### config.mk
export PLATFORM = sky130hd
export DESIGN_NAME = indexed_ordered_list
export DESIGN_NICKNAME = d
export VERILOG_FILES = /design/src/sv/iol_pkg.sv /design/src/sv/iol_cell.sv /design/src/sv/iol_ctrl.sv /design/src/sv/indexed_ordered_list.sv
export SDC_FILE = /design/constraint.sdc
export NUM_CORES = 1
export LEC_CHECK = 0
export ABC_AREA = 1
export BUFFER_PORTS_ARGS = -buffer_cell sky130_fd_sc_hd__buf_4
export CAP_MARGIN = 0
export CORE_MARGIN = 10
export CORE_UTILIZATION = 25
export DETAILED_ROUTE_END_ITERATION = 7
export SLEW_MARGIN = 20
export SYNTH_ARGS = -nofsm -noshare
export SYNTH_HDL_FRONTEND = slang
export SYNTH_SLANG_ARGS = --single-unit
export TNS_END_PERCENT = 20
### constraint.sdc
create_clock -name clk_i -period 6.8 [get_ports clk_i]
set_input_delay 0.34 -clock clk_i [delete_from_list [all_inputs] [get_ports clk_i]]
set_output_delay 0.34 -clock clk_i [all_outputs]
set_load 0.005 [all_outputs]
### src/sv/iol_pkg.sv
// iol_pkg: shared constants, codes and control types for the indexed ordered list
// used by iol_ctrl, iol_cell and indexed_ordered_list; depends on nothing
package iol_pkg;

  localparam int CAPACITY = 16;

  // fixed field widths of the words on the ports
  localparam int ACTION_W = 3;
  localparam int POS_W    = 5;
  localparam int DATA_W   = 32;
  localparam int COUNT_W  = 5;
  localparam int STATUS_W = 2;

  // widths that follow from the capacity
  localparam int IDX_W = $clog2(CAPACITY);
  localparam int CNT_W = $clog2(CAPACITY + 1);
  localparam int CMP_W = (CNT_W > POS_W) ? CNT_W : POS_W;

  typedef enum logic [ACTION_W-1:0] {
    ACT_READ       = 3'd0,
    ACT_PUSH_FRONT = 3'd1,
    ACT_PUSH_BACK  = 3'd2,
    ACT_INSERT     = 3'd3,
    ACT_REMOVE     = 3'd4,
    ACT_POP_FRONT  = 3'd5,
    ACT_POP_BACK   = 3'd6,
    ACT_CLEAR      = 3'd7
  } action_e;

  typedef enum logic [STATUS_W-1:0] {
    ST_OK    = 2'd0,
    ST_RANGE = 2'd1,
    ST_FULL  = 2'd2,
    ST_EMPTY = 2'd3
  } status_e;

  typedef enum logic [1:0] {
    CELL_HOLD = 2'd0,
    CELL_INS  = 2'd1,
    CELL_REM  = 2'd2
  } cell_op_e;

  // broadcast to every cell of the row
  typedef struct packed {
    cell_op_e                  op;
    logic [CMP_W-1:0]          pos;
    logic signed [DATA_W-1:0]  value;
  } cell_ctl_t;

  // outcome of one word, handed to the result register
  typedef struct packed {
    status_e           status;
    logic [CNT_W-1:0]  count;
    logic              rd_en;
  } res_t;

endpackage

### src/sv/iol_cell.sv
// iol_cell: one slot of the list, shifts toward or away from the front
// depends on iol_pkg
module iol_cell (
  input  logic                              clk_i,
  input  logic [iol_pkg::IDX_W-1:0]         idx_i,
  input  logic signed [iol_pkg::DATA_W-1:0] left_i,
  input  logic signed [iol_pkg::DATA_W-1:0] right_i,
  input  iol_pkg::cell_ctl_t                ctl_i,
  output logic signed [iol_pkg::DATA_W-1:0] value_o,
  output logic [iol_pkg::DATA_W-1:0]        tap_o
);

  logic signed [iol_pkg::DATA_W-1:0] value_q, value_d;
  logic [iol_pkg::CMP_W-1:0]         idx_ext;

  assign idx_ext = iol_pkg::CMP_W'(idx_i);

  always_comb begin
    value_d = value_q;
    case (ctl_i.op)
      iol_pkg::CELL_INS: begin
        if (idx_ext > ctl_i.pos) begin
          value_d = left_i;
        end else if (idx_ext == ctl_i.pos) begin
          value_d = ctl_i.value;
        end
      end
      iol_pkg::CELL_REM: begin
        if (idx_ext >= ctl_i.pos) begin
          value_d = right_i;
        end
      end
      default: value_d = value_q;
    endcase
  end

  always_ff @(posedge clk_i) begin
    value_q <= value_d;
  end

  assign value_o = value_q;
  // contributes to the read bus only when addressed
  assign tap_o   = (idx_ext == ctl_i.pos) ? value_q : '0;

endmodule

### src/sv/iol_ctrl.sv
// iol_ctrl: action decode, range checks and the entry count register
// depends on iol_pkg
module iol_ctrl (
  input  logic                              clk_i,
  input  logic                              rst_ni,
  input  logic                              fire_i,
  input  logic [iol_pkg::ACTION_W-1:0]      action_i,
  input  logic [iol_pkg::POS_W-1:0]         position_i,
  input  logic signed [iol_pkg::DATA_W-1:0] value_i,
  output iol_pkg::cell_ctl_t                ctl_o,
  output iol_pkg::res_t                     res_o
);

  logic [iol_pkg::CNT_W-1:0] cnt_q, cnt_d;
  logic [iol_pkg::CMP_W-1:0] pos_ext, cnt_ext;
  logic                      empty, full;
  iol_pkg::cell_op_e         op;
  logic [iol_pkg::CMP_W-1:0] eff_pos;
  iol_pkg::status_e          status;
  logic                      rd_en;
  logic                      clear;

  assign pos_ext = iol_pkg::CMP_W'(position_i);
  assign cnt_ext = iol_pkg::CMP_W'(cnt_q);
  assign empty   = (cnt_q == '0);
  assign full    = (cnt_q == iol_pkg::CNT_W'(iol_pkg::CAPACITY));

  always_comb begin
    op      = iol_pkg::CELL_HOLD;
    eff_pos = pos_ext;
    status  = iol_pkg::ST_OK;
    rd_en   = 1'b0;
    clear   = 1'b0;
    case (iol_pkg::action_e'(action_i))
      iol_pkg::ACT_READ, iol_pkg::ACT_REMOVE: begin
        if (empty) begin
          status = iol_pkg::ST_EMPTY;
        end else if (pos_ext >= cnt_ext) begin
          status = iol_pkg::ST_RANGE;
        end else begin
          rd_en = 1'b1;
          if (iol_pkg::action_e'(action_i) == iol_pkg::ACT_REMOVE) begin
            op = iol_pkg::CELL_REM;
          end
        end
      end
      iol_pkg::ACT_PUSH_FRONT: begin
        eff_pos = '0;
        if (full) status = iol_pkg::ST_FULL;
        else op = iol_pkg::CELL_INS;
      end
      iol_pkg::ACT_PUSH_BACK: begin
        eff_pos = cnt_ext;
        if (full) status = iol_pkg::ST_FULL;
        else op = iol_pkg::CELL_INS;
      end
      iol_pkg::ACT_INSERT: begin
        if (full) status = iol_pkg::ST_FULL;
        else if (pos_ext > cnt_ext) status = iol_pkg::ST_RANGE;
        else op = iol_pkg::CELL_INS;
      end
      iol_pkg::ACT_POP_FRONT, iol_pkg::ACT_POP_BACK: begin
        eff_pos = (iol_pkg::action_e'(action_i) == iol_pkg::ACT_POP_FRONT) ?
                  '0 : (cnt_ext - iol_pkg::CMP_W'(1));
        if (empty) begin
          status = iol_pkg::ST_EMPTY;
        end else begin
          op    = iol_pkg::CELL_REM;
          rd_en = 1'b1;
        end
      end
      iol_pkg::ACT_CLEAR: clear = 1'b1;
      default: clear = 1'b0;
    endcase
  end

  always_comb begin
    cnt_d = cnt_q;
    if (clear) begin
      cnt_d = '0;
    end else if (op == iol_pkg::CELL_INS) begin
      cnt_d = cnt_q + iol_pkg::CNT_W'(1);
    end else if (op == iol_pkg::CELL_REM) begin
      cnt_d = cnt_q - iol_pkg::CNT_W'(1);
    end
  end

  always_ff @(posedge clk_i or negedge rst_ni) begin
    if (!rst_ni) begin
      cnt_q <= '0;
    end else if (fire_i) begin
      cnt_q <= cnt_d;
    end
  end

  assign ctl_o.op     = fire_i ? op : iol_pkg::CELL_HOLD;
  assign ctl_o.pos    = eff_pos;
  assign ctl_o.value  = value_i;
  assign res_o.status = status;
  assign res_o.count  = cnt_d;
  assign res_o.rd_en  = rd_en;

endmodule

### src/sv/indexed_ordered_list.sv
// indexed_ordered_list: top level, a row of slot cells with a result register
// depends on iol_pkg, iol_ctrl and iol_cell
//
// usage
//   input channel: in_valid_i / in_stall_o carry one word per accepted edge:
//     action, position and value. output channel: out_valid_o / out_stall_i
//     carry one result word per input word: read value, count after the
//     action, and status (ok, position out of range, full, empty).
//   result: the result word is registered and is valid in the cycle after its
//     input word is accepted.
//   throughput: one word per cycle unless the input is stalled. every slot
//     cell compares its index with the effective position and shifts left or
//     right in the same cycle, so a whole-row insert or remove is done at once.
//   stall: the single result register holds while out_stall_i is high; the
//     input is stalled only when that register is full and stalled, so a new
//     word is taken in the same cycle a waiting result is taken.
//   reset: rst_ni clears the entry count and the result valid flag; slot
//     contents are left as they are and are never read before written.
//   failed actions leave the list as it was and return a read value of zero.
module indexed_ordered_list (
  input  logic                                clk_i,
  input  logic                                rst_ni,
  input  logic                                in_valid_i,
  output logic                                in_stall_o,
  input  logic [iol_pkg::ACTION_W-1:0]        in_action_i,
  input  logic [iol_pkg::POS_W-1:0]           in_position_i,
  input  logic signed [iol_pkg::DATA_W-1:0]   in_value_i,
  output logic                                out_valid_o,
  input  logic                                out_stall_i,
  output logic signed [iol_pkg::DATA_W-1:0]   out_read_value_o,
  output logic [iol_pkg::COUNT_W-1:0]         out_count_o,
  output logic [iol_pkg::STATUS_W-1:0]        out_status_o
);

  logic                               fire;
  iol_pkg::cell_ctl_t                 ctl;
  iol_pkg::res_t                      res;
  logic signed [iol_pkg::DATA_W-1:0]  slot_val [iol_pkg::CAPACITY];
  logic [iol_pkg::DATA_W-1:0]         slot_tap [iol_pkg::CAPACITY];
  logic [iol_pkg::DATA_W-1:0]         rd_bus;

  logic                               out_valid_q;
  logic signed [iol_pkg::DATA_W-1:0]  rd_q;
  logic [iol_pkg::COUNT_W-1:0]        count_q;
  logic [iol_pkg::STATUS_W-1:0]       status_q;

  // the input is held off only while a result is waiting and stalled
  assign in_stall_o = out_valid_q & out_stall_i;
  assign fire       = in_valid_i & ~in_stall_o;

  iol_ctrl u_ctrl (
    .clk_i      (clk_i),
    .rst_ni     (rst_ni),
    .fire_i     (fire),
    .action_i   (in_action_i),
    .position_i (in_position_i),
    .value_i    (in_value_i),
    .ctl_o      (ctl),
    .res_o      (res)
  );

  // row of slot cells, front of the list at index zero
  for (genvar g = 0; g < iol_pkg::CAPACITY; g++) begin : g_cell
    logic signed [iol_pkg::DATA_W-1:0] left, right;
    // the end cells feed back their own value; that edge never matters
    assign left  = (g == 0) ? slot_val[g] : slot_val[(g == 0) ? 0 : g - 1];
    assign right = (g == iol_pkg::CAPACITY - 1) ? slot_val[g] :
                   slot_val[(g == iol_pkg::CAPACITY - 1) ? g : g + 1];
    iol_cell u_cell (
      .clk_i   (clk_i),
      .idx_i   (iol_pkg::IDX_W'(g)),
      .left_i  (left),
      .right_i (right),
      .ctl_i   (ctl),
      .value_o (slot_val[g]),
      .tap_o   (slot_tap[g])
    );
  end

  // at most one cell is addressed, so an or of the taps picks it
  always_comb begin
    rd_bus = '0;
    for (int i = 0; i < iol_pkg::CAPACITY; i++) begin
      rd_bus = rd_bus | slot_tap[i];
    end
  end

  always_ff @(posedge clk_i or negedge rst_ni) begin
    if (!rst_ni) begin
      out_valid_q <= 1'b0;
    end else if (fire) begin
      out_valid_q <= 1'b1;
    end else if (!out_stall_i) begin
      out_valid_q <= 1'b0;
    end
  end

  always_ff @(posedge clk_i) begin
    if (fire) begin
      rd_q     <= res.rd_en ? $signed(rd_bus) : '0;
      count_q  <= iol_pkg::COUNT_W'(res.count);
      status_q <= res.status;
    end
  end

  assign out_valid_o      = out_valid_q;
  assign out_read_value_o = rd_q;
  assign out_count_o      = count_q;
  assign out_status_o     = status_q;

`ifndef ASSERT_OFF
  a_count_bound : assert property (@(posedge clk_i) disable iff (!rst_ni)
    out_valid_o |-> (out_count_o <= iol_pkg::COUNT_W'(iol_pkg::CAPACITY)))
    else $error("count above capacity");

  a_full_count : assert property (@(posedge clk_i) disable iff (!rst_ni)
    (out_valid_o && out_status_o == iol_pkg::ST_FULL) |->
    (out_count_o == iol_pkg::COUNT_W'(iol_pkg::CAPACITY)))
    else $error("full status with list not full");

  a_empty_count : assert property (@(posedge clk_i) disable iff (!rst_ni)
    (out_valid_o && out_status_o == iol_pkg::ST_EMPTY) |-> (out_count_o == '0))
    else $error("empty status with entries present");

  a_fail_zero : assert property (@(posedge clk_i) disable iff (!rst_ni)
    (out_valid_o && out_status_o != iol_pkg::ST_OK) |-> (out_read_value_o == '0))
    else $error("failed action returned nonzero value");
`endif

endmodule

==> results of run 1 <==
==> worst max-delay path, delay by kind of cell, from the launching register on <==
family / cells / cell delay (ns)
compound gates: 4 / 1.34
fa+ha+maj: 2 / 0.60
buf+inv: 4 / 1.23
flops: 1 / 0.55
simple gates: 5 / 0.96
==> power groups by stage <==
stage	clock network [W]	logic [W]	registers, W
detailed placement	0	0.00255	0.00450
finish	0.00355	0.00260	0.00444
CTS	0.00359	0.00255	0.00444
floorplan	0	0.00158	0.00444
global placement	0	0.00251	0.00450
global route	0.00372	0.00281	0.00447
==> logic make-up after synthesis <==
kind of cell / synth area share (%)
flops: 51.8
buf+inv: 6.44
fa+ha+maj: 0.544
compound gates: 16.2
simple gates: 25.0
xor+xnor: 0.0544
==> repair_timing <==
action	CTS	global route
endpoints found under the hold margin	7	0
gates resized for setup	0	0
hold buffers	3	0
==> cells in the final DEF (no fill, tap or decap), types with 4 or more instances in the layout <==
cell type  netlist  routed
a21oi_1         80      70
a21oi_4          2      12
buf_12           0       7
buf_4            5     140
bufinv_16        0       5
clkbuf_1       147      13
clkbuf_16        0      67
clkinv_1        36      50
clkinv_2         0      13
clkinv_8         0       4
dfrtp_1          6       6
edfxtp_1       551     551
ha_1            14      13
inv_1          161     157
inv_2           19      23
nand2_1       1190    1186
nand2_2          4       6
nand2_4          3       5
nand3_1        354     354
nand3_2          7       7
nand4_1         29      29
nor2_1         345     338
nor2_4           7      17
nor3_1           6       5
o21ai_0        550     550
o21ai_1        333     333
o221ai_1        31      31
==> sequential cells by signal, indices dropped and copies added (netlist names) <==
signal,count
u_ctrl.cnt_ext,5
out_valid_o,1
out_read_value_o,32
out_status_o,2
g_cell.u_cell.value_o,512
out_count_o,5
==> cell type report <==
| type | instances | area [um^2] |
|---|---|---|
| clock inverters | 39 | 353 |
| diodes | 1 | 2.50 |
| flip-flops and latches | 557 | 16700 |
| repair buffers | 151 | 1250 |
| fillers | 13600 | 91200 |
| well taps | 1662 | 2080 |
| clock buffers | 80 | 1730 |
| inverters | 218 | 828 |
| multi-input cells | 2978 | 13700 |
==> routing by layer <==
metal	vias to the layer above	GRT usage [%]
li1	13700	-
met1	14100	22.1
met2	1815	27.4
met3	318	2.86
met4	0	6.86
met5	-	0
==> stage by stage <==
step           total power, W  area [um^2]  setup slack [ns]  std cells
6_report               0.0106        36600              1.79       5686
5_1_grt                0.0110        36600              1.45       5685
4_1_cts                0.0106        36600              1.80       5683
3_5_place_dp          0.00705        34500              1.81       5561
3_3_place_gp          0.00702        34500              1.81       5561
2_1_floorplan         0.00602        32200             0.169       4038
==> final timing paths <==
kind	endpoint	from	cells past startpoint	slack [ns]
max	g_cell[2].u_cell.value_o[2]$_DFFE_PP_	u_ctrl.cnt_ext[2]$_DFFE_PN0P_	15	1.79
min	out_valid_o$_DFFE_PN0P_	rst_ni	2	0.07
max reg2reg	g_cell[2].u_cell.value_o[2]$_DFFE_PP_	u_ctrl.cnt_ext[2]$_DFFE_PN0P_	15	1.79
min reg2reg	g_cell[14].u_cell.value_o[16]$_DFFE_PP_	g_cell[15].u_cell.value_o[16]$_DFFE_PP_	2	0.56
max in group asynchronous	u_ctrl.cnt_ext[2]$_DFFE_PN0P_	rst_ni	2	6.60
min in group clk_i	g_cell[15].u_cell.value_o[21]$_DFFE_PP_	in_value_i[21]	3	0.07
==> Yosys cell counts (all sizes together) <==
cell	number	area, um^2
clkinv	36	135
nor3	6	30.0
a21oi	82	433
ha	14	175
clkbuf	149	562
nand2	1198	4550
inv	182	688
nor2	358	1430
o21ai	887	4450
edfxtp	551	16500
and3	2	12.5
xor2	1	8.76
buf	136	688
o31ai	1	7.51
o221ai	31	272
a31oi	3	18.8
or2	1	6.26
nor4	1	6.26
nand3	361	1840
xnor2	1	8.76
dfrtp	6	150
o21bai	1	11.3
nand4	29	181
a21boi	1	7.51
==> flow_summary.yaml, run 1 <==
timing:
  holdWs_ns: 0.0659
  fin_crit_sh_pct: 73.7
  drv_slew: 0
  fin_setup_tns_ns: 0
  clock_skew_ns: 0.0251
  slew_headroom_pct: 22.8
  rsz0062_at_grt: "no"
  worst_pin_slew_ns: 1.16
  period_minus_slack_ns: 5.01
  hold_violations: 0
  fmax_mhz: 200
  setup_violations: 0
drt:
  drt_iter0_drc: 4137
  drc_errors: 0
  met1_length_mm: 49.9
  avgViaCountPerCell: 5.26
  wl_met3_mm: 12.7
  routed_wl_mm: 125
  ant_nets: 0
  vias: 29900
  first_pass_iters: 6
  dr_wl_met2_mm: 57.5
  post_drt_wl_per_cell_um: 22.1
  top_layer: "met4"
power_and_ir_drop:
  clockPowerShare_pct: 33.5
  p_sw_w: 0.00368
  pwr-share-comb_pct: 24.5
  leakagePower_nw: 13.2
  cellPowerDensity_nw_per_um2: 289
  peakVddDrop_v: 0.000176
  p_sw_share_pct: 34.7
  p_int_w: 0.00691
  p_seq_share_pct: 42.0
clocking:
  clkSinkCount: 557
  path_clk_slew_ns: 0.06
  worst_skew_pair.late_latency_ns: 0.63
  post_cts_buffers: 0
  cts_tree: "done"
  cts_max_level: 3
  ctsRootBufferMaster: "clkbuf_16"
  cts_inserted_buffers: 66
  clockBufferDepth: 3
job:
  maxCapViolCount: 0
floorplanning:
  io_pins: 85
  core_um2: 128000
  rows: 131
  die_h_um: 379
  start_util_pct: 25.2
  fp.dieArea_um2: 144000
  die_x_um: 379
yosys:
  synthCells: 4038
  yosysUniqueCellTypes: 40
  synth_seq_cells: 557
  ys_warn_count: 0
  syn_avg_cell_area_um2: 7.98
  syn_nets: 4096
  synth_area_um2: 32200
  yosysSeqAreaShare_pct: 51.8
grt:
  grt_usage_pct: 16.9
  grt_remaining_overflow: 0
  grt_pass1_wl_mm: 184
  antenna_found_initial: 3
  grt_pass1_vias: 27700
  grt_max_degree: 217
min_path:
  min_path_type: "in -> async"
final_layout:
  syn2layout_area_growth_pct: 13.8
  layout-drive-gt1-share_pct: 8.08
  finish.utilization_pct: 28.7
  layout.nets: 4030
place:
  portBuffers: 84
  dpl.hpwl_mm: 77.0
  place_congestion: 0.859
setup_path:
  crit_path_cell_trace: "inv_2 -> ha_1 -> a21oi_1 -> o21ai_0 -> nor2_1 -> a21oi_1 -> nand2_1 -> nand2_1 -> nor2_1 -> inv_1 -> ha_4 -> nor2_1 -> clkinv_1 -> a21oi_4 -> buf_4"
  cpMostUsedCell: "nor2_1"
  cp-start-kind: "register"
  critPathRequiredTime_ns: 7.11
  crit_type: "reg -> reg"
  critical-path-max-stage-delay_ns: 1.04
  cp-end-kind: "register"
  crit_fanout: 34
  worstPathArrival_ns: 5.33
  cpMaxStageDelayCell: "a21oi_4"
run_status:
  status: "complete, no violations"
Power figures use the tool's default switching activity.
==> run 2: changes to the inputs <==
Clock period 6.8 ns to 4.2 ns, I/O delays scaled along.
==> run 2 against run 1 <==
Against the previous run:
- sequential power is 62% higher
- core utilization is 0.93 points higher
- largest power group unchanged
- sequential share of layout area is 1.4 points lower
- critical path depth is 3 lower
- highest routed layer is now met5
- sequential cell count stayed put
- worst hold slack better by 0.0019 ns
- critical endpoint is now g_cell[8].u_cell.value_o[24]$_DFFE_PP_
- total power is 66% higher
==> flow_summary.yaml, run 2 (synthesis results as in run 1) <==
final_layout:
  fin_area_um2: 37800
  layout.nets: 4123
  nFillCells: 13500
  largest_register_ff_count: 512
  final_cell_mix: "1186 x nand2_1, 551 x edfxtp_1, 550 x o21ai_0"
  layout_commonest_cell: "nand2_1"
  finish.utilization_pct: 29.6
  layout-drive-gt1-share_pct: 9.26
  syn2layout_area_growth_pct: 17.4
clocking:
  cts_max_level: 3
  cts-hold-fix-buffers: 35
  clockBufferDepth: 3
  ctsRootBufferMaster: "clkbuf_16"
  cts_resized: 0
  clkSinkCount: 557
  cts_inserted_buffers: 66
  path_clk_slew_ns: 0.06
  post_cts_buffers: 0
  cts_tree: "done"
  worst_skew_pair.late_latency_ns: 0.64
place:
  portBuffers: 84
  dpl_cell_area_um2: 35400
  dpl.hpwl_mm: 81.6
  place_congestion: 0.879
grt:
  antenna_found_initial: 3
  grt_usage_pct: 17.3
  grt_pass1_wl_mm: 187
  grt_max_degree: 141
  grt_pass1_vias: 28200
  grt_use_met2_pct: 28.1
  gr-usage-met1_pct: 22.3
  grt_remaining_overflow: 0
  top_usage_layer: "met2"
  gr-usage-met3_pct: 3.00
power_and_ir_drop:
  p_int_w: 0.0115
  p_sw_share_pct: 34.7
  leakagePower_nw: 13.8
  p_sw_w: 0.00609
  pwr-share-comb_pct: 25.9
  cellPowerDensity_nw_per_um2: 464
  p_seq_share_pct: 40.9
  peakVddDrop_v: 0.000280
  clockPowerShare_pct: 33.2
floorplanning:
  core_um2: 128000
  die_h_um: 379
  fp.dieArea_um2: 144000
  die_x_um: 379
  io_pins: 85
  rows: 131
  start_util_pct: 25.2
timing:
  fmax_mhz: 264
  rsz0062_at_grt: "no"
  clock_skew_ns: 0.0404
  holdWs_ns: 0.0678
  hold_violations: 0
  fin_crit_sh_pct: 90.1
  worst_pin_slew_ns: 0.963
  drv_slew: 0
  slew_headroom_pct: 35.7
  setup_violations: 0
  period_minus_slack_ns: 3.78
setup_path:
  critPathRequiredTime_ns: 4.47
  cp-start-kind: "register"
  worstPathArrival_ns: 4.05
  regToRegSetupSlack_ns: 0.42
  reg2reg_to: "g_cell[8].u_cell.value_o[24]$_DFFE_PP_"
  reg2reg_depth: 12
  crit_type: "reg -> reg"
  cp-end-kind: "register"
  r2r_start: "u_ctrl.cnt_ext[0]$_DFFE_PN0P_"
  crit_fanout: 28
job:
  maxCapViolCount: 0
min_path:
  worstHoldStart: "in_value_i[0]"
  hold_end: "g_cell[15].u_cell.value_o[0]$_DFFE_PP_"
  hold_path_depth: 3
  min_path_type: "in -> reg"
drt:
  drt_iter0_drc: 3867
  vias: 30400
  drc_errors: 0
  avgViaCountPerCell: 5.26
  routed_wl_mm: 129
  post_drt_wl_per_cell_um: 22.4
  ant_nets: 0
  first_pass_iters: 6
run_status:
  status: "complete, no violations"
==> run 2: worst max path at each step <==
stage	to	cells past startpoint	slack, ns	start
after global routing	g_cell[12].u_cell.value_o[1]$_DFFE_PP_	16	0.17	u_ctrl.cnt_ext[2]$_DFFE_PN0P_
final	g_cell[8].u_cell.value_o[24]$_DFFE_PP_	12	0.42	u_ctrl.cnt_ext[0]$_DFFE_PN0P_
after CTS	g_cell[1].u_cell.value_o[13]$_DFFE_PP_	16	0.45	u_ctrl.cnt_ext[2]$_DFFE_PN0P_
after global placement	g_cell[13].u_cell.value_o[16]$_DFFE_PP_	18	0.35	u_ctrl.cnt_ext[2]$_DFFE_PN0P_
after floorplan	g_cell[10].u_cell.value_o[0]$_DFFE_PP_	13	-0.29	out_valid_o$_DFFE_PN0P_
after detailed placement	g_cell[4].u_cell.value_o[18]$_DFFE_PP_	16	0.49	u_ctrl.cnt_ext[2]$_DFFE_PN0P_
==> run 2: area by class of cell <==
type | instances | area [um^2] | share of cell area, %
inverters | 218 | 828 | 2.19
clock inverters | 31 | 350 | 0.926
clock buffers | 86 | 1760 | 4.65
well taps | 1662 | 2080 | 5.50
repair buffers | 244 | 2410 | 6.36
multi-input cells | 2978 | 13700 | 36.2
flip-flops and latches | 557 | 16700 | 44.1
diodes | 1 | 2.50 | 0.00661
==> run 2: metal layers <==
layer	vias to the layer above	part of all wire (%)
met1	14400	40
li1	13900	-
met5	-	0.074
met4	6	4.4
met2	1736	46
met3	325	9.8
==> run 2: power by group through the flow <==
stage	Sequential, W	Clock [W]	Combinational [W]
6_report	0.00718	0.00582	0.00454
3_5_place_dp	0.00728	0	0.00442
5_1_grt	0.00723	0.00610	0.00487
3_3_place_gp	0.00728	0	0.00435
4_1_cts	0.00718	0.00589	0.00445
2_1_floorplan	0.00718	0	0.00257
==> run 2: stage by stage <==
stage	setup slack (ns)	total power, W	TNS, ns	cells
after floorplan	-0.288	0.00974	-49.90	4038
after global placement	0.351	0.0116	0	5624
after detailed placement	0.488	0.0117	0	5624
after CTS	0.454	0.0175	0	5776
after global routing	0.165	0.0182	0	5776
final	0.418	0.0175	0	5777
==> run 2: critical path, cell delays in order, from the launching register on <==
cell	delay (ns)
dfrtp_1	0.50
inv_2	0.16
ha_1	0.31
nand3_2	0.18
nand3_2	0.15
nand2_2	0.10
nand2_4	0.17
nand2_8	0.17
inv_4	0.34
buf_4	0.49
nor2_1	0.24
a21oi_4	0.21
buf_4	0.37
